## src/sv/twcw_ram.sv

```systemverilog
// twcw_ram: generic simple dual-port RAM, one write and one registered read port.
// No dependencies. Read during write of the same entry returns the old data.
module twcw_ram #(
  parameter int WIDTH = 8,
  parameter int DEPTH = 256
) (
  input  logic                                    clk,
  input  logic                                    we,
  input  logic [((DEPTH > 1) ? $clog2(DEPTH) : 1)-1:0] waddr,
  input  logic [WIDTH-1:0]                        wdata,
  input  logic [((DEPTH > 1) ? $clog2(DEPTH) : 1)-1:0] raddr,
  output logic [WIDTH-1:0]                        rdata
);

  logic [WIDTH-1:0] store [DEPTH];

  always_ff @(posedge clk) begin
    if (we) begin
      store[waddr] <= wdata;
    end
    rdata <= store[raddr];
  end

endmodule

```

## config.mk

```make
export PLATFORM = sky130hd
export DESIGN_NAME = twcw_ram
export DESIGN_NICKNAME = d
export VERILOG_FILES = /design/src/sv/twcw_ram.sv
export SDC_FILE = /design/constraint.sdc
export NUM_CORES = 2
export LEC_CHECK = 0
export BUFFER_PORTS_ARGS = -buffer_cell sky130_fd_sc_hd__buf_2
export CORE_ASPECT_RATIO = 0.7
export CORE_MARGIN = 1
export CORE_UTILIZATION = 30
export CTS_BUF_LIST = sky130_fd_sc_hd__clkbuf_8 sky130_fd_sc_hd__clkbuf_16
export CTS_CLUSTER_DIAMETER = 80
export DETAILED_ROUTE_END_ITERATION = 8
export GPL_ROUTABILITY_DRIVEN = 0
export GPL_TIMING_DRIVEN = 0
export SLEW_MARGIN = 10
export SYNTH_ARGS = -nofsm -noshare
export SYNTH_HDL_FRONTEND = slang
export SYNTH_SLANG_ARGS = --single-unit
```

## constraint.sdc

```tcl
create_clock -name clk -period 2.3 [get_ports clk]
set_input_delay 0.115 -clock clk [delete_from_list [all_inputs] [get_ports clk]]
set_output_delay 0.115 -clock clk [all_outputs]
set_load 0.05 [all_outputs]
```

# Word level (Yosys, flattened, before mapping)
# Memory sizes are Yosys's and may differ from the RTL's. A register that Yosys moved wholly into a read port is not among the register bits.
# Cells that the tools add are included.
# word_totals
memories	1
inputBits	26
word_cells	3
regBits	0
output_inout_bits	8
mem_bits_rw	2048
# mem_list
memory	words	width	read_ports	rd_ports_with_merged_regs	write_ports	line	rtl
store	256	8	1	1	1	15	logic [WIDTH-1:0] store [DEPTH];
# classes
mux	2
# op_table
operator	count
1-bit two-way mux	2

# Logic depth before layout (Yosys ltp)
# depth
depth_word	2
mapped_depth	11
ltp_nobuf	6

# Least setup slack after synthesis
# No wires, ideal clock.
# synth_timing
kind	input to register
from	in raddr[0] (netlist name)
to	reg rdata[2], read port of store
path_stages	9
t_required_ns	2.169
arrival_ns	1.922
n_path_buf	4
setup_time_ns	0.131
path_slack_ns	0.247
cell_sequence	buf_6 buf_12 buf_8 buf_2 mux4_2 a22oi_1 a21oi_1 nor4_1 nor4_2
# synth_lines
element	line	rtl
from (decl)	11	input logic [((DEPTH > 1) ? $clog2(DEPTH) : 1)-1:0] raddr,
to (decl)	12	output logic [WIDTH-1:0] rdata

# Worst setup path after layout
# layout_timing
from	in waddr[1] (netlist name)
to	mem store[86][6], enable pin
# layout_lines
element	line	rtl
from (decl)	9	input logic [((DEPTH > 1) ? $clog2(DEPTH) : 1)-1:0] waddr,
to (decl)	15	
# No word-level cell before the write port.

==> flow_summary.json <==
{
  "setup_viol_count_final": 227,
  "yosysMostFrequentCell": "edfxtp_1",
  "crit_required_ns": 2.73,
  "path_class": "primary input to flop",
  "synthDistinctLibCells": 55,
  "maxSlewHeadroom_pct": 6.08,
  "synth_top_area_cell": "edfxtp_1",
  "nNetsFinal": 4009,
  "cts_root_buf": "clkbuf_16",
  "track_usage_pct": 18.4,
  "critPathMaxStageDelay_ns": 0.94,
  "hold_path_class": "primary input to flop",
  "period_share_pct": 112,
  "finalClockSkew_ns": 0.0659,
  "cp.buffers_inverters": 3,
  "grt_pass1_wl_mm": 337,
  "placed_cells": 7281,
  "fin_ws_ns": -0.278,
  "slew_violations": 0,
  "place_hpwl_mm": 170,
  "powerDensity_nw_per_um2": 838,
  "postRouteWirelength_mm": 250,
  "p_leak_nw": 27.9,
  "yosysSeqAreaShare_pct": 77.5,
  "violations": "negative setup slack",
  "port_buffers": 26,
  "clk_pin_slew_ns": 0.07,
  "synth-seq-cells": 2056,
  "finalHoldViolCount": 0,
  "cts_inserted_buffers": 187,
  "syn_avg_cell_area_sq_um": 21.3,
  "stdcell_count": 7621,
  "grt_max_degree": 138,
  "die-width_microns": 618,
  "avgRoutedWirePerCell_microns": 32.9,
  "io_pins": 34,
  "vias_per_cell": 5.54,
  "irDropWorstVdd_uv": 608,
  "synthToLayoutAreaGrowth_pct": 16.1,
  "core_sq_um": 263000,
  "worstPathCellList": "clkbuf_1, nor2b_1, clkbuf_1, nand3_1, clkbuf_2, nor2_1",
  "arrival_ns": 3.01,
  "grt_antenna_before_repair": 24,
  "die_area_sq_um": 267000,
  "drt_iter0_drc": 7193,
  "status": "finished, violations left",
  "tightest_slew_ns": 1.40,
  "cpLargestDelayFamily": "simple AND/OR/NAND/NOR gates",
  "cp_max_fo": 10,
  "die_h_microns": 433,
  "grt-ovfl-total": 0,
  "worstSetupEndpointType": "flop",
  "yosys.area.top_type_share_pct": 77.3,
  "async_reset_ff_share_pct": 0,
  "clockBufferDepth": 4,
  "multi_input_area_sq_um": 17800,
  "drc_errors": 0,
  "max_freq_ghz": 0.388,
  "regArea_sq_um": 61700,
  "first_pass_iters": 6,
  "cts_tree": "built",
  "rsz0062_at_grt": "yes",
  "synth_commonest_cells": "edfxtp_1 (2,048), mux4_2 (454), nor2_1 (282), mux2i_1 (134), a22oi_1 (133)",
  "ys_top_cells_by_area": "edfxtp_1 (77%), mux4_2 (13%), mux2i_1 (1.7%)",
  "placementRows": 157,
  "cp-start-kind": "primary input",
  "cap_violations": 0,
  "netlist_area_sq_um": 79600,
  "timing.hold.ws_ns": 0.130,
  "layout-drive-gt1-share_pct": 28.9,
  "syn_nets": 3759,
  "fillerInstances": 24000,
  "synth_warnings": 0,
  "clkSinkCount": 2056,
  "period_minus_slack_ns": 2.58,
  "antenna_left": 0,
  "insertion_delay_ns": 0.84,
  "synth_edf_count": 2048,
  "grt_pass1_vias": 40300,
  "htree_levels": 4,
  "synthFlopType": "edfxtp_1",
  "synthesis.instances": 3733,
  "vias": 42200,
  "p_total_mw": 77.4,
  "crit_top_cell": "clkbuf_1",
  "initial_core_util_pct": 30.3,
  "cp_slowest_cell": "nor2_1"
}
==> metrics by stage <==
stage	TNS (ns)	setup WS [ns]	utilization, %	area, sq um
after global routing	-21.30	-0.235	35.2	92300
after global placement	-5902.96	-3.08	32.0	84100
after detailed placement	-1124.28	-2.60	32.3	84800
final	-22.40	-0.278	35.2	92300
after CTS	-0.152	-0.0444	35.0	91800
after floorplan	0	0.247	-	79600
==> logic make-up (layout without fill, tap and decap cells) <==
logic type / Yosys count / after routing / synth area share (%)
buffers and inverters: 235 / 615 / 1.83
flip-flops: 2056 / 2056 / 77.5
AND/OR/NAND/NOR: 466 / 466 / 2.63
other: 0 / 10 / 0
multiplexers: 591 / 591 / 14.6
AO/OA/AOI/OAI: 385 / 385 / 3.42
==> where the power goes <==
part / total, mW / internal [mW] / leakage, nW / switching [mW]
registers: 41.3 / 41.3 / 18.5 / 0.0226
logic: 4.99 / 1.54 / 6.41 / 3.45
clock network: 31.1 / 17.2 / 2.99 / 13.9
==> cell type report <==
class,instances,share of cell area (%)
Antenna cell,10,0.0271
Clock inverter,130,1.22
Clock buffer,189,5.12
Timing Repair Buffer,61,0.965
Sequential cell,2056,66.8
Buffer,233,1.88
Tap cell,3498,4.74
Inverter,2,0.00948
Multi-Input combinational cell,1442,19.3
==> flip-flops by register name (all words and copies together), names as in the netlist <==
signal / flops
rdata: 8
store: 2048
==> final timing paths <==
path                                from                 endpoint  slack (ns)  cells past startpoint
hold reg to reg   store[87][3]$_DFFE_PP_         rdata[3]$_DFF_P_        1.23                      5
hold / removal                  waddr[1]  store[167][5]$_DFFE_PP_        0.13                      3
setup / recovery                waddr[1]   store[86][6]$_DFFE_PP_       -0.28                      6
setup reg to reg  store[83][7]$_DFFE_PP_         rdata[7]$_DFF_P_       -0.13                      5
==> metal layers <==
metal,share of wire (%),GRT usage [%],vias to the layer above
met4,2.8,4.88,4
met5,0.024,0.162,-
met1,42,26.6,22700
li1,-,-,16200
met2,41,24.9,2872
met3,15,7.82,426
==> cell usage in the layout (no fill, tap or decap), types with 30 or more instances in the layout <==
cell,instances
o221ai_1,44
edfxtp_1,2048
nand2_1,33
clkbuf_2,51
buf_6,30
nor2_1,141
a21oi_1,80
buf_4,48
mux2i_1,134
nor2_2,121
clkinv_1,35
a22oi_1,132
mux4_2,455
buf_2,43
nand3_1,32
clkbuf_16,189
inv_1,37
clkbuf_1,37
==> worst min-delay path: stages <==
cell	delay [ns]
clkbuf_1	0.22
nand3_1	0.21
nor2_1	0.21
==> repair_timing <==
action | 4_1_cts | 5_1_grt
gates resized for setup | 303 | 148
buffers inserted | 2 | 1
pin swaps | 27 | 20
hold buffers | 8 | 0
hold endpoints to repair | 681 | 0
setup endpoints to repair | 293 | 1043
(Power assumes the default switching activity.)
