[src/sv/twcw_pkg.sv]
// twcw_pkg: shared types, codes and constants of the text window cell writer.
// No dependencies; the sequencer, the top level and the bench import it.
package twcw_pkg;

  localparam int COL_W     = 7;   // cursor column / width register
  localparam int ROW_W     = 5;   // cursor row / height register
  localparam int CHR_W     = 8;
  localparam int CLR_W     = 6;
  localparam int IDX_W     = 13;  // linear cell index, covers any row * col + col
  localparam int CFG_W     = 7;   // widest register
  localparam int CFG_IDX_W = 3;

  localparam int MAX_COLS_DEF = 80;
  localparam int MAX_ROWS_DEF = 30;
  localparam int TAB_STOP_DEF = 8;

  // register reset values
  localparam logic [COL_W-1:0] WIDTH_RST  = 7'd80;
  localparam logic [ROW_W-1:0] HEIGHT_RST = 5'd30;
  localparam logic [CLR_W-1:0] FORE_RST   = 6'd63;
  localparam logic [CLR_W-1:0] BACK_RST   = 6'd0;
  localparam logic             BOLD_RST   = 1'b0;
  localparam logic             REV_RST    = 1'b0;
  localparam logic             SCROLL_RST = 1'b1;

  // register indexes
  localparam logic [CFG_IDX_W-1:0] CFG_WIDTH   = 3'd0;
  localparam logic [CFG_IDX_W-1:0] CFG_HEIGHT  = 3'd1;
  localparam logic [CFG_IDX_W-1:0] CFG_FORE    = 3'd2;
  localparam logic [CFG_IDX_W-1:0] CFG_BACK    = 3'd3;
  localparam logic [CFG_IDX_W-1:0] CFG_BOLD    = 3'd4;
  localparam logic [CFG_IDX_W-1:0] CFG_REVERSE = 3'd5;
  localparam logic [CFG_IDX_W-1:0] CFG_SCROLL  = 3'd6;

  // command codes
  localparam logic [2:0] CMD_PUT    = 3'd0;
  localparam logic [2:0] CMD_MOVE   = 3'd1;
  localparam logic [2:0] CMD_CLEAR  = 3'd2;
  localparam logic [2:0] CMD_EOL    = 3'd3;
  localparam logic [2:0] CMD_BOTTOM = 3'd4;
  localparam logic [2:0] CMD_READ   = 3'd5;

  // control characters
  localparam logic [CHR_W-1:0] CH_BS  = 8'd8;
  localparam logic [CHR_W-1:0] CH_TAB = 8'd9;
  localparam logic [CHR_W-1:0] CH_LF  = 8'd10;
  localparam logic [CHR_W-1:0] CH_CR  = 8'd13;

  typedef struct packed {
    logic [CLR_W-1:0] back;
    logic [CLR_W-1:0] fore;
    logic             bold;
    logic [CHR_W-1:0] chr;
  } cell_t;

  localparam int CELL_W = $bits(cell_t);

  typedef struct packed {
    logic [2:0]              command;
    logic [CHR_W-1:0]        character;
    logic signed [CHR_W-1:0] row;
    logic signed [CHR_W-1:0] col;
  } cmd_t;

  typedef struct packed {
    logic [ROW_W-1:0] cursor_row;
    logic [COL_W-1:0] cursor_col;
    logic [CHR_W-1:0] cell_char;
    logic             cell_bold;
    logic [CLR_W-1:0] cell_fore;
    logic [CLR_W-1:0] cell_back;
    logic             scrolled;
  } rsp_t;

  // window settings as the sequencer sees them (sizes already saturated,
  // colours already swapped for reverse)
  typedef struct packed {
    logic [COL_W-1:0] w;
    logic [ROW_W-1:0] h;
    logic [IDX_W-1:0] area;
    logic [CLR_W-1:0] fore;
    logic [CLR_W-1:0] back;
    logic             bold;
    logic             scroll;
  } cfg_t;

  // cell memory access request
  typedef struct packed {
    logic             we;
    logic [IDX_W-1:0] waddr;
    cell_t            wdata;
    logic [IDX_W-1:0] raddr;
  } mem_req_t;

endpackage

[src/sv/twcw_seq.sv]
// twcw_seq: command sequencer; owns the cursor and drives the cell memory.
// Depends on twcw_pkg. Cells sit row-major with stride equal to the width in use.
module twcw_seq import twcw_pkg::*; #(
  parameter int TAB_STOP = TAB_STOP_DEF
) (
  input  logic     clk,
  input  logic     rst,
  input  cfg_t     cfg,
  input  logic     start,
  input  cmd_t     item,
  output logic     idle,
  input  logic     slot_free,
  output logic     post,
  output rsp_t     result,
  output mem_req_t mem,
  input  cell_t    rdata
);

  localparam logic [2:0] S_IDLE  = 3'd0;
  localparam logic [2:0] S_EXEC  = 3'd1;
  localparam logic [2:0] S_RWAIT = 3'd2;
  localparam logic [2:0] S_SCR   = 3'd3;
  localparam logic [2:0] S_FILL  = 3'd4;
  localparam logic [2:0] S_DONE  = 3'd5;

  localparam int TAB_N = 2**COL_W;

  logic [2:0]             state, state_next;
  logic [2:0]             op;
  logic [CHR_W-1:0]       chr;
  logic [ROW_W-1:0]       row_cl, row_in_cl, cy_cl, cursor_y, cursor_y_next, mul_row, h_m1;
  logic [COL_W-1:0]       col_cl, col_in_cl, cx_cl, cursor_x, cursor_x_next, w_m1;
  logic [ROW_W+COL_W-1:0] prod;
  logic [IDX_W-1:0]       base, cell_idx, ptr, fend, rptr, wptr;
  logic                   rd_pend, scrolled, res_rd;
  cell_t                  res_cell, blank, put_cell;
  logic [CHR_W-1:0]       tab_tbl [TAB_N];
  logic [CHR_W-1:0]       tab_pos;
  logic                   nl, go_scroll;

  // next tab stop for every column
  for (genvar gx = 0; gx < TAB_N; gx++) begin : g_tab
    assign tab_tbl[gx] = CHR_W'((gx / TAB_STOP + 1) * TAB_STOP);
  end

  assign h_m1    = cfg.h - 1'b1;
  assign w_m1    = cfg.w - 1'b1;
  assign tab_pos = tab_tbl[cursor_x];

  // clamp the requested position and the stored cursor into the window
  always_comb begin
    if (item.row[CHR_W-1]) begin
      row_in_cl = '0;
    end else if (item.row[CHR_W-2:0] >= {2'b00, cfg.h}) begin
      row_in_cl = h_m1;
    end else begin
      row_in_cl = item.row[ROW_W-1:0];
    end
    if (item.col[CHR_W-1]) begin
      col_in_cl = '0;
    end else if (item.col[CHR_W-2:0] >= cfg.w) begin
      col_in_cl = w_m1;
    end else begin
      col_in_cl = item.col[COL_W-1:0];
    end
    cy_cl   = (cursor_y > h_m1) ? h_m1 : cursor_y;
    cx_cl   = (cursor_x > w_m1) ? w_m1 : cursor_x;
    mul_row = (item.command == CMD_READ) ? row_in_cl : cy_cl;
    prod    = mul_row * cfg.w;
  end

  assign blank    = '{back: cfg.back, fore: cfg.fore, bold: 1'b0, chr: '0};
  assign put_cell = '{back: cfg.back, fore: cfg.fore, bold: cfg.bold, chr: chr};
  assign cell_idx = base + IDX_W'(cursor_x);

  always_comb begin
    state_next    = state;
    cursor_y_next = cursor_y;
    cursor_x_next = cursor_x;
    nl            = 1'b0;
    go_scroll     = 1'b0;
    post          = 1'b0;
    mem.we        = 1'b0;
    mem.waddr     = ptr;
    mem.wdata     = blank;
    mem.raddr     = rptr;
    case (state)
      S_IDLE: begin
        if (start) begin
          state_next = S_EXEC;
        end
      end
      S_EXEC: begin
        case (op)
          CMD_PUT: begin
            if (chr == CH_BS) begin
              if (cursor_x != '0) begin
                cursor_x_next = cursor_x - 1'b1;
              end else if (cursor_y != '0) begin
                cursor_y_next = cursor_y - 1'b1;
                cursor_x_next = w_m1;
              end
            end else if (chr == CH_LF) begin
              cursor_x_next = '0;
              nl            = 1'b1;
            end else if (chr == CH_CR) begin
              cursor_x_next = '0;
            end else if (chr == CH_TAB) begin
              if (tab_pos >= {1'b0, cfg.w}) begin
                cursor_x_next = '0;
                nl            = 1'b1;
              end else begin
                cursor_x_next = tab_pos[COL_W-1:0];
              end
            end else begin
              mem.we    = 1'b1;
              mem.waddr = cell_idx;
              mem.wdata = put_cell;
              if (cursor_x == w_m1) begin
                cursor_x_next = '0;
                nl            = 1'b1;
              end else begin
                cursor_x_next = cursor_x + 1'b1;
              end
            end
            if (nl) begin
              if (cursor_y == h_m1) begin
                if (cfg.scroll) begin
                  go_scroll = 1'b1;
                end else begin
                  cursor_y_next = '0;
                end
              end else begin
                cursor_y_next = cursor_y + 1'b1;
              end
            end
          end
          CMD_MOVE: begin
            cursor_y_next = row_cl;
            cursor_x_next = col_cl;
          end
          CMD_READ: begin
            mem.raddr = base + IDX_W'(col_cl);
          end
          default: begin
          end
        endcase
        if (op == CMD_CLEAR || op == CMD_EOL || op == CMD_BOTTOM) begin
          state_next = S_FILL;
        end else if (op == CMD_READ) begin
          state_next = S_RWAIT;
        end else if (go_scroll) begin
          state_next = S_SCR;
        end else if (slot_free) begin
          post       = 1'b1;
          state_next = S_IDLE;
        end else begin
          state_next = S_DONE;
        end
      end
      S_RWAIT: begin
        state_next = S_DONE;
      end
      S_SCR: begin
        // read each cell of row r+1 and write it back to row r once the registered read returns
        mem.raddr = rptr;
        if (rd_pend) begin
          mem.we    = 1'b1;
          mem.waddr = wptr;
          mem.wdata = rdata;
        end
        if (rptr >= cfg.area && !rd_pend) begin
          state_next = S_FILL;
        end
      end
      S_FILL: begin
        mem.we = 1'b1;
        if (ptr + 1'b1 >= fend) begin
          state_next = S_DONE;
        end
      end
      S_DONE: begin
        if (slot_free) begin
          post       = 1'b1;
          state_next = S_IDLE;
        end
      end
      default: begin
        state_next = S_IDLE;
      end
    endcase
  end

  // control state
  always_ff @(posedge clk) begin
    if (rst) begin
      state    <= S_IDLE;
      cursor_y <= '0;
      cursor_x <= '0;
      rd_pend  <= 1'b0;
      scrolled <= 1'b0;
      res_rd   <= 1'b0;
    end else begin
      state <= state_next;
      case (state)
        S_IDLE: begin
          if (start) begin
            cursor_y <= cy_cl;
            cursor_x <= cx_cl;
            scrolled <= 1'b0;
            res_rd   <= 1'b0;
          end
        end
        S_EXEC: begin
          cursor_y <= cursor_y_next;
          cursor_x <= cursor_x_next;
          if (go_scroll) begin
            rd_pend  <= 1'b0;
            scrolled <= 1'b1;
          end
        end
        S_RWAIT: begin
          res_rd <= 1'b1;
        end
        S_SCR: begin
          rd_pend <= (rptr < cfg.area);
        end
        default: begin
        end
      endcase
    end
  end

  // item and pointer registers
  always_ff @(posedge clk) begin
    case (state)
      S_IDLE: begin
        if (start) begin
          op     <= item.command;
          chr    <= item.character;
          row_cl <= row_in_cl;
          col_cl <= col_in_cl;
          base   <= IDX_W'(prod);
        end
      end
      S_EXEC: begin
        case (op)
          CMD_CLEAR: begin
            ptr  <= '0;
            fend <= cfg.area;
          end
          CMD_EOL: begin
            ptr  <= cell_idx;
            fend <= base + IDX_W'(cfg.w);
          end
          CMD_BOTTOM: begin
            ptr  <= cell_idx;
            fend <= cfg.area;
          end
          default: begin
          end
        endcase
        if (go_scroll) begin
          rptr <= IDX_W'(cfg.w);
          wptr <= '0;
        end
      end
      S_RWAIT: begin
        res_cell <= rdata;
      end
      S_SCR: begin
        if (rd_pend) begin
          wptr <= wptr + 1'b1;
        end
        if (rptr < cfg.area) begin
          rptr <= rptr + 1'b1;
        end else if (!rd_pend) begin
          // copy done: blank the freed bottom row
          ptr  <= wptr;
          fend <= cfg.area;
        end
      end
      S_FILL: begin
        ptr <= ptr + 1'b1;
      end
      default: begin
      end
    endcase
  end

  assign idle = (state == S_IDLE);

  always_comb begin
    result.cursor_row = cursor_y_next;
    result.cursor_col = cursor_x_next;
    result.cell_char  = res_rd ? res_cell.chr  : '0;
    result.cell_bold  = res_rd ? res_cell.bold : 1'b0;
    result.cell_fore  = res_rd ? res_cell.fore : '0;
    result.cell_back  = res_rd ? res_cell.back : '0;
    result.scrolled   = scrolled;
  end

endmodule

[config.mk]
export PLATFORM = sky130hd
export DESIGN_NAME = twcw_seq
export DESIGN_NICKNAME = d
export VERILOG_FILES = /design/src/sv/twcw_pkg.sv /design/src/sv/twcw_seq.sv
export SDC_FILE = /design/constraint.sdc
export NUM_CORES = 1
export LEC_CHECK = 0
export ABC_AREA = 1
export BUFFER_PORTS_ARGS = -buffer_cell sky130_fd_sc_hd__buf_4
export CAP_MARGIN = 25
export CORE_UTILIZATION = 52
export CTS_BUF_LIST = sky130_fd_sc_hd__clkbuf_4 sky130_fd_sc_hd__clkbuf_8
export CTS_CLUSTER_DIAMETER = 50
export DETAILED_ROUTE_END_ITERATION = 10
export PLACE_DENSITY = 0.77
export SETUP_SLACK_MARGIN = 0.02
export SYNTH_ARGS = -nofsm -noshare
export SYNTH_HDL_FRONTEND = slang
export SYNTH_SLANG_ARGS = --single-unit
[constraint.sdc]
create_clock -name clk -period 5.2 [get_ports clk]
set_input_delay 0.52 -clock clk [delete_from_list [all_inputs] [get_ports clk]]
set_output_delay 0.52 -clock clk [all_outputs]
set_load 0.02 [all_outputs]
# --- After elaboration in Yosys (flattened, before gate mapping) ---
# Memory sizes are Yosys's and may differ from the RTL's.
# Cells that the tools add are included.
word_totals:
  ff_bits: 126
  mem_bits_ro: 1024
  input_bits: 91
  out_inout_bits: 84
  elab_cells: 188
  memories: 1
classes:
  add_sub_neg: 12
  multipliers: 1
  n_lt_le_gt_ge: 9
  n_eq_ne: 29
  muxes: 91
  bitwise_logic: 1
  reduce_logical: 25
mem_list:
  columns: ["memory", "words", "width", "rd", "rd_clocked_by_memory_dff", "wr", "line", "text"]
  rows:
  - ["(name not given)", 128, 8, 1, 0, 0, "twcw_seq.sv:48", "assign tab_pos = tab_tbl[cursor_x];"]
ops:
  columns: ["cell", "n"]
  rows:
  - ["$mux W35", 6]
  - ["$pmux W13 S2", 5]
  - ["$mux W13", 9]
  - ["$pmux W47 S2", 1]
  - ["$mux W7", 12]
  - ["$mux W5", 12]
  - ["$add A12 B7 Y13", 3]
  - ["$add A13 B1 Y13 const B", 3]
  - ["$pmux W13 S3", 1]
  - ["$eq A8 B4 Y1 const B", 4]
  - ["$pmux W7 S2", 2]
  - ["$ge A13 B13 Y1", 2]
  - ["$mux W3", 8]
  - ["$mux W8", 3]
  - ["$mux W1", 22]
  - ["$pmux W5 S2", 2]
  - ["$ne A2 B2 Y1 const B", 9]
  - ["$pmux W3 S6", 1]
  - ["$eq A3 B3 Y1 const B", 5]
  - ["$sub A7 B1 Y7 const B", 2]
  - ["$lt A13 B13 Y1", 1]
  - ["$eq A3 B2 Y1 const B", 4]
  - ["$mul A5 B7 Y12", 1]
  - ["$mux W6", 2]
  - ["other kinds (29)", 48]

# --- Logic depth before layout (Yosys ltp) ---
# Gate-level depths: netlist (run 1).
logic_depth:
  word_depth: 19
  ltp_mapped: 32
  ltp_nobuf: 32

# --- Worst setup path before layout (run 1) ---
# Ideal clock, no wire load.
synth_path:
  kind: "input port to flip-flop"
  from: "input cfg[27] (netlist name)"
  to: "register base[11] (data pin)"
  setup_time_ns: 0.260
  arrival_ns: 5.255
  required_time_ns: 4.940
  slack_ns: -0.315
  cell_stages: 27
  path_cell_list: "inv_1 > ha_1 > nand3_1 > xor2_1 > ha_1 > nand2_1 > clkinv_1 > nand3_1 > nand2_1 > o21ai_0 > o21ai_2 > or2_2 > fa_1 > fa_1 > fa_1 > inv_1 > ha_1 > a21oi_1 > nand2_1 > nand2_1 > nand2_1 > a21oi_1 > o21bai_1 > a21oi_1 > nor2_1 > nor2_1 > xor2_1"
synth_via:
  elab_chain_cells: 5
  word_cells_on_any_way: 8
  classes_between: "add/sub (1); mul (1); order compare (2); mux (4)"
synth_rtl:
  columns: ["element", "line", "text"]
  rows:
  - ["start, declared", "twcw_seq.sv:8", "input cfg_t cfg,"]
  - ["$sub A5 B1 Y5 or $ge A7 B5 Y1 (tied branches)", "twcw_seq.sv:46, twcw_seq.sv:54", null]
  - ["$gt A5 B5 Y1 or $mux W5 (tied branches)", "twcw_seq.sv:66, twcw_seq.sv:54", null]
  - ["$mux W5, on equally long branches", "twcw_seq.sv:66, twcw_seq.sv:52", null]
  - ["$mux W5 (*)", "twcw_seq.sv:68", "mul_row = (item.command == CMD_READ) ? row_in_cl : cy_cl;"]
  - ["$mul A5 B7 Y12 (*)", "twcw_seq.sv:69", "prod = mul_row * cfg.w;"]
  - ["net prod[11]", "twcw_seq.sv:33", "logic [ROW_W+COL_W-1:0] prod;"]
  - ["end signal, assigned", "twcw_seq.sv:243", "base <= IDX_W'(prod);"]
  - ["end, declared", "twcw_seq.sv:34", "logic [IDX_W-1:0] base, cell_idx, ptr, fend, rptr, wptr;"]
# The timed path passes the listed nets; every way through them passes the cells marked *.
# A chain may end at the register's enable or synchronous reset.

# --- Final worst setup path (run 1) ---
layout_path:
  from: "input cfg[28] (netlist name)"
  to: "register base[11] (data pin)"
# Same word-level chain as after synthesis.

==> metrics.md, run 1 <==
| Metric | Value |
|---|---|
| Status | `finished, final reports clean` |
| Port bufs | `~170` |
| Final Critical Period | `a little over 5000 ps` |
| Setup ws final | `106.1 ps` |
| Synth area leader | `edfxtp_1` |
| Final Cell Area | `0.01389 mm²` |
| Slowest stage cell, crit path | `fa_1` |
| Area after DPL | `roughly 0.013 mm²` |
| Post-synth design cell area | `0.01144 mm²` |
| Peak supply drop | `0.0002435 V` |
| Core area | `~0.021 mm²` |
| Layout Cells excl Fill | `2033` |
| GRT Resource Usage Total | `between 30% and 40%` |
| Seq/Total Area, Yosys | `about a third` |
| I/O Pins | `175` |
| Critical Path Fanout Max | `8` |
| Post-Place Setup Slack | `-414.8 ps` |
| CTS Hold Bufs | `0` |
| Fmax | `roughly 200 MHz` |
| Final Hold Viols | `0` |
| Final period util | `a little over nine tenths` |
| Synthesized area per cell | `7.469 µm²` |
| Worst hold stages | `1` |
| Area delta synth->final | `21.42%` |
| Max incr delay on CP | `roughly 570 ps` |
| Share of flip-flops with an asynchronous set or reset | `0%` |
| Initial Util | `a little over half` |
| EDFF count, synth | `about 110` |
| Hold Startpoint | `item[22]` |
| Vias per cell | `5.636` |
| WHS Endpoint | `chr[6]` |
| Footprint of the multi-input gates | `slightly below 0.007 mm²` |
| Worst reg-to-reg setup slack | `between 200 and 300 ps` |
| Critical Path AT | `5310 ps` |
| Post-Synthesis Cells | `1532` |
| Max Slew Vio Count | `0` |
| Die Wd | `around 150 µm` |
| Leak | `around 0.0068 µW` |
| Max-Cap Viols | `0` |
| FF+latch count, synth | `around 130` |
| Worst path bufs/invs | `4` |
| Setup_tns | `0 ps` |
| Synth Warn # | `0` |
| Global placement routability congestion | `around 0.95` |
| Post-route ant nets | `0` |
| Pin count of the biggest net entering global routing | `between 40 and 50` |
| Register Area | `~0.0036 mm²` |
| Tot Pwr | `6705 µW` |
| CTS tree | `done` |
| Mapped Nets | `roughly 1700` |
| Die Y | `approximately 150 µm` |
| CTS root buf | `clkbuf_8` |
| Clock slew at reported path FFs | `approximately 80 ps` |
| Synth unique cells | `52` |
| Min-Delay Path Class | `input pin to flop` |
| FF-to-FF path depth | `26` |
| Final Setup Violations | `0` |
| CP top delay family | `adder cells` |
| Worst-Skew Late Latency | `roughly 470 ps` |
| Filler cell count | `between 1500 and 2000` |
| RSZ-0062 raised after global routing | `yes` |
| Ranking of synthesized cells by area | `edfxtp_1 (28%), nand2_1 (12%), ha_1 (12%), inv_1 (7.5%), a21oi_1 (4.4%)` |
| Global-route wire length before repair | `roughly 54 mm` |
| Antenna Cells | `0` |
| R2R Path Start | `cursor_y[4]` |
| Top-area cell type share of the netlist area | `between 20 and 30%` |
| Die area | `around 0.023 mm²` |
| Worst-Margin Slew | `about 1000 ps` |
| Clk buf depth | `2` |
| Initial antenna violation count | `0` |
| Final WL | `~34 mm` |
| CP Capture Type | `flop` |
| DRC | `0` |
| Startpoint type of the worst setup path | `input pin` |
| Final HPWL DP | `approximately 27 mm` |
| Routed vias | `11460` |
| Layout cell share with drive strength beyond 1 | `20.19%` |
| Clock Skew | `approximately 14 ps` |
| Vias in the first global route | `between 10000 and 15000` |
| Top_reg_cell synth | `edfxtp_1` |
| DRT iter0 DRCs | `a little over 1000` |
| CTS Sinks | `about 130` |
| Crit path required time | `approximately 5400 ps` |
| Nets@finish | `just under 2000` |
| Htree depth | `4` |
| Slew Limit Headroom | `about a third` |
| Worst R2R End | `base[11]` |
| Pwr dens | `482.6 mW/mm²` |
| Row count | `53` |
| Worst path most repeated cell | `nand2_2` |
| CTS Buf Count | `17` |
| Grt ovf | `0` |
| CP Class | `input pin to flop` |
| Wirelength per Cell | `16.95 µm` |
| Placed insts | `1998` |
| DR pass1 iterations | `6` |
==> worst register-to-register path, delay by kind of cell, from the launching register on <==
| kind | cells | cell delay (ps) |
|---|---|---|
| adder cells (fa/ha/maj) | 5 | 2060 |
| buffers and inverters | 2 | 130 |
| AND/OR/NAND/NOR | 11 | 1120 |
| AO/OA/AOI/OAI | 7 | 890 |
| XOR/XNOR | 1 | 80 |
| flip-flops | 1 | 400 |
==> layer usage <==
layer,vias up,wire length (µm),GRT usage [%]
li1,5580,-,-
met4,0,833,11.01
met2,456,17110,53.62
met5,-,0,0
met3,67,2254,4.030
met1,5354,14260,38.69
==> power by group <==
part	switching [µW]	total (µW)	internal [µW]
logic	2550	4060	1510
registers	276	1810	1530
clock network	440	835	396
total	3270	6710	3440
==> cell type report <==
| cell class | count | share of cell area, % |
|---|---|---|
| inverters | 251 | 6.826 |
| clock buffers | 19 | 1.837 |
| well taps | 275 | 2.477 |
| clock inverters | 13 | 0.8555 |
| repair buffers | 228 | 12.41 |
| flip-flops and latches | 126 | 25.94 |
| multi-input cells | 1121 | 49.66 |
==> cell families (layout without fill, tap and decap cells) <==
kind of cell    count (synthesis)  in the layout  share of synthesized area [%]
compound gates                298            298                          15.55
buf+inv                       285            511                          9.874
simple gates                  652            652                          24.68
flops                         126            126                          31.49
fa+ha+maj                     126            126                          14.96
xor+xnor                       45             45                          3.445
==> what timing repair did <==
| action | in CTS | in global routing |
|---|---|---|
| buffers inserted | 0 | 1 |
| resized for setup | 0 | 21 |
| endpoints found under the hold margin | 0 | 0 |
| endpoints found under the setup margin | 0 | 3 |
==> cell usage in the layout, fill, tap and decap left out, drive strengths merged, types with 3 or more instances in the layout <==
cell type	synthesis	routed
o221ai	22	22
clkinv	7	14
a211oi	13	13
a32o	8	8
nor2	130	130
xor2	40	40
nand3b	3	3
o211ai	17	17
o21a	3	3
clkbuf	15	19
nand2	373	373
edfxtp	108	108
o22ai	12	12
buf	19	228
a21oi	101	101
fa	18	18
nand4	24	24
dfxtp	18	18
a31oi	3	3
o21ai	111	111
nor3	25	25
or2	14	14
nand3	80	80
inv	244	245
clkinvlp	0	4
ha	108	108
xnor2	5	5
==> flip-flops by register name, summed over array words and instances, names as in the netlist <==
signal / flops
col_cl: 7
op: 3
cursor_y: 5
base: 12
scrolled: 1
wptr: 13
rptr: 13
rd_pend: 1
fend: 13
state: 3
res_rd: 1
cursor_x: 7
res_cell: 21
row_cl: 5
ptr: 13
chr: 8
==> synthesized netlist by cell type, types with 9 or more instances <==
cell / count
or2_2: 14
nor3_1: 23
fa_1: 18
nand4_1: 24
dfxtp_1: 18
buf_2: 9
edfxtp_1: 108
o21ai_1: 14
nor2_1: 118
inv_2: 14
o21ai_0: 91
ha_1: 108
o211ai_1: 15
nand3_1: 73
nand2_1: 369
o221ai_1: 22
clkbuf_1: 15
a211oi_1: 12
a21oi_1: 100
o22ai_1: 12
inv_1: 230
xor2_1: 40
==> metrics by stage <==
step | hold WS [ps] | util, %
global route | 224.0 | 65.27
CTS | 223.4 | 64.64
global placement | 454.6 | 62.89
floorplan | 438.6 | -
detailed placement | 452.8 | 62.89
finish | 233.6 | 65.27
==> worst max-delay path by stage <==
stage,start,end,cells past startpoint
floorplan,cfg[28],base[11],30
global placement,cfg[28],base[11],31
detailed placement,cfg[27],base[11],30
CTS,cfg[28],base[11],30
global route,cfg[27],base[11],31
finish,cfg[28],base[11],31
Power figures use the tool's default switching activity.
==> inputs of run 2 (changes only) <==
Settings changed: ABC_AREA 1 to default, CORE_ASPECT_RATIO from default to 2, HOLD_SLACK_MARGIN from default to 0.12.
==> run 2 against run 1 <==
The run now ends with setup timing left. Worst hold slack worse by 22 ps. Wire length increased by 5.6%. Cell count decreased by 15%. Maximum frequency shrank 3.7%. Critical path type unchanged. Largest cell class unchanged.
==> metrics.md, run 2 <==
| Metric | Value |
|---|---|
| Status | `complete, but fails checks` |
| Violated checks | `setup timing` |
| Int Pwr | `2805 µW (-18%)` |
| Htree depth | `4 (unchanged)` |
| Initial antenna violation count | `0 (unchanged)` |
| Clk buf depth | `2 (unchanged)` |
| Grt ovf | `0 (unchanged)` |
| Commonest non-fill, non-tap cell in the layout | `buf_4` |
| Switching pwr | `2092 µW (-36%)` |
| Global placement routability congestion | `0.9916 (+4.6%)` |
| Final HPWL DP | `28.85 mm (+6.5%)` |
| CTS Sinks | `126 (unchanged)` |
| Ranking of synthesized cells by area | `edfxtp_1 (29%), ha_1 (12%), nand2_1 (4.4%), nor2_1 (3.4%), o21ai_0 (3.4%)` |
| Final WL | `36.37 mm (+5.6%)` |
| FF+latch count, synth | `126 (unchanged)` |
| Mapped Nets | `1456 (-17%)` |
| Synth Warn # | `0 (unchanged)` |
| Share of flip-flops with an asynchronous set or reset | `0% (unchanged)` |
| DRT iter0 DRCs | `787 (-23%)` |
| Clock slew at reported path FFs | `80 ps (about the same)` |
| Top_reg_cell synth | `edfxtp_1` |
| CTS tree | `done` |
| Register Area | `0.003603 mm² (unchanged)` |
| Max-Cap Viols | `0 (unchanged)` |
| Vias per cell | `6.110 (+8.4%)` |
| Met2 usage | `62.34% (+8.7 points)` |
| Final Hold Viols | `0 (unchanged)` |
| Comb pwr share | `49.0% (-12 points)` |
| Top Usage Layer GRT | `met2` |
| Post-Synthesis Cells | `1239 (-19%)` |
| CP Capture Type | `flop` |
| Most frequent cells after synthesis | `nand2_1 (130), edfxtp_1 (108), ha_1 (108)` |
| Fmax | `189.1 MHz (-3.7%)` |
| Vias in the first global route | `11010 (+1.5%)` |
| Row count | `75 (+42%)` |
| Post-route ant nets | `0 (unchanged)` |
| I/O Pins | `175 (unchanged)` |
| Wirelength per Cell | `20.93 µm (+23%)` |
| Worst-Skew Late Latency | `490 ps (+20 ps)` |
| Max Slew Vio Count | `0 (unchanged)` |
| Synth unique cells | `88 (+69%)` |
| Core area | `0.02102 mm² (-1.3%)` |
| Filler cell count | `1798 (-4.9%)` |
| Largest register by flop count | `res_cell` |
| R2R Path Start | `cursor_y[2]` |
| EDFF count, synth | `108 (unchanged)` |
| Commonest non-fill, non-tap cells in the layout | `buf_4 (248), nand2_1 (130), edfxtp_1 (108)` |
| Startpoint type of the worst setup path | `input pin` |
| Die area | `0.02206 mm² (-2.4%)` |
| CTS root buf | `clkbuf_8` |
| DR pass1 iterations | `5 (-1)` |
| Slew Limit Headroom | `33.57% (+0.82 points)` |
| Routed vias | `10620 (-7.3%)` |
| Nets@finish | `1673 (-15%)` |
| Critical Path Fanout Max | `5 (-3)` |
| Global-route wire length before repair | `55.85 mm (+4.0%)` |
| Layout cell share with drive strength beyond 1 | `24.17% (+4.0 points)` |
| Worst path most repeated cell | `buf_4` |
| RSZ-0062 raised after global routing | `yes` |
| CTS Hold Bufs | `0 (unchanged)` |
| CTS Buf Count | `17 (unchanged)` |
| CP Class | `input pin to flop` |
| Sequential power share | `32.5% (+5.5 points)` |
| GR Layer Usage met1 | `30.67% (-8.0 points)` |
| Initial Util | `53.02% (-0.74 points)` |
| GRT Resource Usage Total | `33.35% (+2.6 points)` |
| Max incr delay on CP | `560 ps (about the same)` |
| Crit path required time | `5400 ps (-20 ps)` |
| Seq/Total Area, Yosys | `32.33% (+0.84 points)` |
| Synthesized area per cell | `8.995 µm² (+20%)` |
| Antenna Cells | `0 (unchanged)` |
| Final period util | `101.7% (+3.7 points)` |
| Pin count of the biggest net entering global routing | `40 (-4.8%)` |
| Min-Delay Path Class | `input pin to flop` |
| Worst Hold Slack | `211.9 ps (-21.69 ps)` |
| Hold Startpoint | `item[22]` |
| Slowest stage cell, crit path | `fa_1` |
| Area delta synth->final | `22.82%` |
| Peak supply drop | `0.0002040 V (-16%)` |
| Final Setup Violations | `2 (+2)` |
| Clock Skew | `20.71 ps (+6.353 ps)` |
| Max reg flops | `21 (unchanged)` |
| Worst-Margin Slew | `992.7 ps (-9.316 ps)` |
| Port bufs | `174 (unchanged)` |
| Met3 Track Usage GR | `5.427% (+1.4 points)` |
| Post-Place Setup Slack | `-586.0 ps (-171.2 ps)` |
| Die Wd | `105.5 µm (-30%)` |
| Switch share | `42.72% (-6.0 points)` |
| Leak | `0.005990 µW (-11%)` |
| Synth area leader | `edfxtp_1` |
| DRC | `0 (unchanged)` |
| Critical Path AT | `5490 ps (+180 ps)` |
| Die Y | `209.0 µm (+39%)` |
| Pwr dens | `357.8 mW/mm² (-26%)` |
| Post-synth design cell area | `0.01114 mm² (-2.6%)` |
| Setup ws final | `-88.06 ps (-194.1 ps)` |
| Critical Path Source | `cfg[28]` |
| Footprint of the multi-input gates | `0.007051 mm² (+2.2%)` |
| Clock Power Share | `18.5% (+6.0 points)` |
| Top-area cell type share of the netlist area | `29.10% (+0.76 points)` |
| Most common cell in the netlist | `nand2_1` |
| Final Critical Period | `5288 ps (+194.1 ps)` |
## run 2: cell count changes in the layout (fill, tap and decap cells not counted), sizes merged, moves of 35 or more
| cell | delta |
|---|---|
| a21oi | -39 |
| and2 | +35 |
| inv | -149 |
| nand2 | -242 |
| nand3 | -43 |
| xnor2 | +37 |
## run 2: cells by family (layout without fill, tap and decap cells)
kind of cell,Yosys count,after routing,share of synthesized area (%)
AOI/OAI and AO/OA,304,304,18.22
and+or+nand+nor,426,426,19.23
buffers and inverters,148,378,5.782
xor gates and xnor gates,81,81,6.366
adders and majority gates,126,126,15.36
DFF,126,126,32.33
muxes,28,28,2.706
## run 2: metrics by stage
step / area [µm²] / util, % / instances / setup TNS [ps] / power, µW
6_report: 13690 / 65.12 / 1738 / -90.23 / 4898
5_1_grt: 13690 / 65.12 / 1738 / -625.5 / 5151
4_1_cts: 13560 / 64.49 / 1734 / 0 / 4841
3_5_place_dp: 13090 / 62.26 / 1694 / -2409 / 3926
3_3_place_gp: 13090 / 62.26 / 1694 / -1451 / 3863
2_1_floorplan: 11240 / - / 1239 / -331.1 / 3125
## run 2: metal layers
layer | share of wire [%] | routed length, µm
met5 | 0 | 0
met3 | 5.4 | 1961
met2 | 54 | 19650
met1 | 32 | 11540
met4 | 8.8 | 3216
## run 2: power by group through the flow
stage | Sequential (µW) | Clock (µW) | Combinational (µW)
floorplan | 1450 | 0 | 1670
global placement | 1600 | 0 | 2260
detailed placement | 1600 | 0 | 2320
CTS | 1580 | 914 | 2350
global route | 1610 | 946 | 2600
finish | 1590 | 906 | 2400
## run 2: what timing repair did
action                     4_1_cts  5_1_grt
gates resized for setup          0       21
pin swaps                        4       17
setup endpoints to repair        2        5
buffers inserted                 8        4
## run 2: cell type report
| type | instances | share of cell area [%] |
|---|---|---|
| multi-input cells | 965 | 51.51 |
| flip-flops and latches | 126 | 26.33 |
| repair buffers | 252 | 13.99 |
| inverters | 94 | 2.724 |
| well taps | 269 | 2.459 |
| clock buffers | 18 | 1.764 |
| clock inverters | 14 | 1.225 |
## run 2: critical path, delay by kind of cell
kind | cells | cell delay (ps)
AOI/OAI and AO/OA | 9 | 1920
adders and majority gates | 5 | 1730
buffers and inverters | 7 | 690
and+or+nand+nor | 3 | 420
xor gates and xnor gates | 1 | 200
## run 2: path summary, 6_finish.rpt
| kind | cells after the start | slack, ps | end |
|---|---|---|---|
| max | 25 | -90 | base[11] |
| min | 1 | 210 | chr[6] |
| max reg2reg | 20 | 160 | base[11] |
| min reg2reg | 2 | 530 | rd_pend |
==> inputs of run 3 (changes only) <==
==> constraint.sdc (replaced) <==
create_clock -name clk -period 5.2 [get_ports clk]
set_input_delay 0.52 -clock clk [delete_from_list [all_inputs] [get_ports clk]]
set_output_delay 0.52 -clock clk [all_outputs]
set_load 0.05 [all_outputs]
==> run 3 against run 2 <==
Wire length shrank 0.26%. The flow now finishes without violations. Highest routed layer unchanged. Cell area decreased by 0.26%. Register-to-register slack better by 270 ps. Die area unchanged. Critical path depth down 2. Count of clock-buffer cells in the layout fell by 1. Utilization fell by 0.17 points. Largest cell class unchanged.
==> metrics.md, run 3 (synthesized netlist as in run 2, its figures left out) <==
| Metric | Value |
|---|---|
| Status | `finished, final reports clean` |
| Slew Limit Headroom | `33.90% (+0.33 points)` |
| Setup ws final | `135.6 ps (+223.7 ps)` |
| Switching pwr | `2336 µW (+12%)` |
| Nets@finish | `1665 (-0.48%)` |
| Vias in the first global route | `10740 (-2.5%)` |
| Max incr delay on CP | `560 ps (about the same)` |
| CTS root buf | `clkbuf_8` |
| CP Depth | `23 (-8.0%)` |
| Htree depth | `4 (unchanged)` |
| Clock slew at reported path FFs | `90 ps (about the same)` |
| Fmax | `197.5 MHz (+4.4%)` |
| Startpoint type of the worst setup path | `input pin` |
| I/O Pins | `175 (unchanged)` |
| Final Hold Viols | `0 (unchanged)` |
| Critical Path Fanout Max | `4 (-1)` |
| Largest register by flop count | `res_cell` |
| Final HPWL DP | `28.43 mm (-1.5%)` |
| Comb pwr share | `50.8% (+1.8 points)` |
| Worst Hold Slack | `204.2 ps (-7.675 ps)` |
| Core area | `0.02102 mm² (unchanged)` |
| Area delta synth->final | `22.51%` |
| Commonest non-fill, non-tap cell in the layout | `buf_4` |
| Die area | `0.02206 mm² (unchanged)` |
| Max reg flops | `21 (unchanged)` |
| Layout cell share with drive strength beyond 1 | `24.16% (about the same)` |
| Sequential power share | `31.1% (-1.4 points)` |
| CTS Buf Count | `17 (unchanged)` |
| Max Slew Vio Count | `0 (unchanged)` |
| Final period util | `97.39% (-4.3 points)` |
| Clock Power Share | `18.1% (-0.4 points)` |
| Die Y | `209.0 µm (unchanged)` |
| Layout Cells excl Fill | `1730 (-0.46%)` |
| Pwr dens | `376.4 mW/mm² (+5.2%)` |
| Min-Delay Path Class | `input pin to flop` |
| CTS Sinks | `126 (unchanged)` |
| Final WL | `36.27 mm (-0.26%)` |
| Grt ovf | `0 (unchanged)` |
| FF-to-FF path depth | `19 (-5.0%)` |
| Global placement routability congestion | `0.9879 (-0.37%)` |
| Leak | `0.005972 µW (-0.30%)` |
| DR pass1 iterations | `7 (+2)` |
| Post-route ant nets | `0 (unchanged)` |
| Switch share | `45.45% (+2.7 points)` |
| Commonest non-fill, non-tap cells in the layout | `buf_4 (239), nand2_1 (130), edfxtp_1 (108)` |
| Clock Skew | `15.30 ps (-5.408 ps)` |
| Worst hold stages | `1 (unchanged)` |
| Slowest stage cell, crit path | `fa_1` |
| Critical-path cell list | `buf_8, buf_6, nor3_4, xnor2_1, ha_1, and3_4, a31oi_1, o31a_1, mux2i_1, o22a_2, nor2_2, fa_1, fa_1, inv_2, fa_1, inv_2, ha_4, inv_4, o21bai_4, nand2_1, a211o_1, nor3_1, a311oi_1` |
| Final Critical Period | `5064 ps (-223.7 ps)` |
| Row count | `75 (unchanged)` |
| Port bufs | `174 (unchanged)` |
| Worst path bufs/invs | `5 (-2)` |
| Wirelength per Cell | `20.97 µm (+0.20%)` |
| Clk buf depth | `2 (unchanged)` |
| Die Wd | `105.5 µm (unchanged)` |
| Post-Place Setup Slack | `-596.0 ps (-9.929 ps)` |
| CTS tree | `done` |
| Crit path required time | `5420 ps (+20 ps)` |
| Initial antenna violation count | `0 (unchanged)` |
| Max-Cap Viols | `0 (unchanged)` |
| CTS Hold Bufs | `0 (unchanged)` |
| Setup_tns | `0 ps (+90.23 ps)` |
| GRT Resource Usage Total | `33.36% (about the same)` |
| Peak supply drop | `0.0002739 V (+34%)` |
| CP top delay family | `adder cells` |
| Placed insts | `1691 (-0.18%)` |
| Critical Path AT | `5280 ps (-210 ps)` |
| Vias per cell | `6.107 (about the same)` |
| Pin count of the biggest net entering global routing | `39 (-2.5%)` |
| Global-route wire length before repair | `55.97 mm (+0.21%)` |
| Antenna Cells | `0 (unchanged)` |
| Int Pwr | `2804 µW (about the same)` |
| CP Capture Type | `flop` |
| CP Class | `input pin to flop` |
| Worst path most repeated cell | `fa_1` |
| Initial Util | `53.02% (unchanged)` |
| Tot Pwr | `5140 µW (+4.9%)` |
| Final Setup Violations | `0 (-2)` |
| Routed vias | `10570 (-0.52%)` |
| DRC | `0 (unchanged)` |
| Worst-Skew Late Latency | `490 ps (about the same)` |
| DRT iter0 DRCs | `778 (-1.1%)` |
| Worst-Margin Slew | `987.8 ps (-4.915 ps)` |
[run 3: cell count changes in the layout (fill, tap and decap cells not counted), moves of 2 or more]
cell and delta:
inv_6 +5, nor2_1 -3, buf_4 -9, clkinvlp_4 -2, inv_1 -2, nor2_2 +2, nor3_2 -2, buf_8 +2
[run 3: metal layers]
metal	global-route usage [%]	wire length (µm)
met4	26.77	3133
met3	5.926	1912
met1	32.02	11990
met5	0	0
met2	61.23	19230
[run 3: power groups by stage]
stage | Combinational, µW | Sequential, µW | Clock (µW)
2_1_floorplan | 1900 | 1450 | 0
3_3_place_gp | 2470 | 1600 | 0
3_5_place_dp | 2530 | 1610 | 0
4_1_cts | 2550 | 1580 | 938
5_1_grt | 2830 | 1610 | 972
6_report | 2610 | 1600 | 932
[run 3: layout make-up]
class,instances,area [µm²]
Clock buffer,17,234.0
Tap cell,269,336.6
Multi-Input combinational cell,965,7063
Fill cell,1814,7367
Inverter,94,375.4
Sequential cell,126,3603
Clock inverter,15,182.7
Timing Repair Buffer,244,1858
[run 3: worst paths after layout]
| check | startpoint | end | slack (ps) |
|---|---|---|---|
| min reg2reg | rd_pend | rd_pend | 540 |
| max reg2reg | cursor_y[1] | base[11] | 430 |
| max | cfg[27] | base[11] | 140 |
| min | item[23] | chr[7] | 200 |
[run 3: stage by stage]
step                util, %  instance area (µm²)
global route          64.95                13650
floorplan                 -                11240
CTS                   64.40                13540
finish                64.95                13650
detailed placement    62.15                13070
global placement      62.15                13070
[run 3: what timing repair did]
item	CTS	global route
gates cloned	0	0
setup buffers	5	2
pin swaps	3	17
endpoints found under the setup margin	2	4
resized for setup	2	29
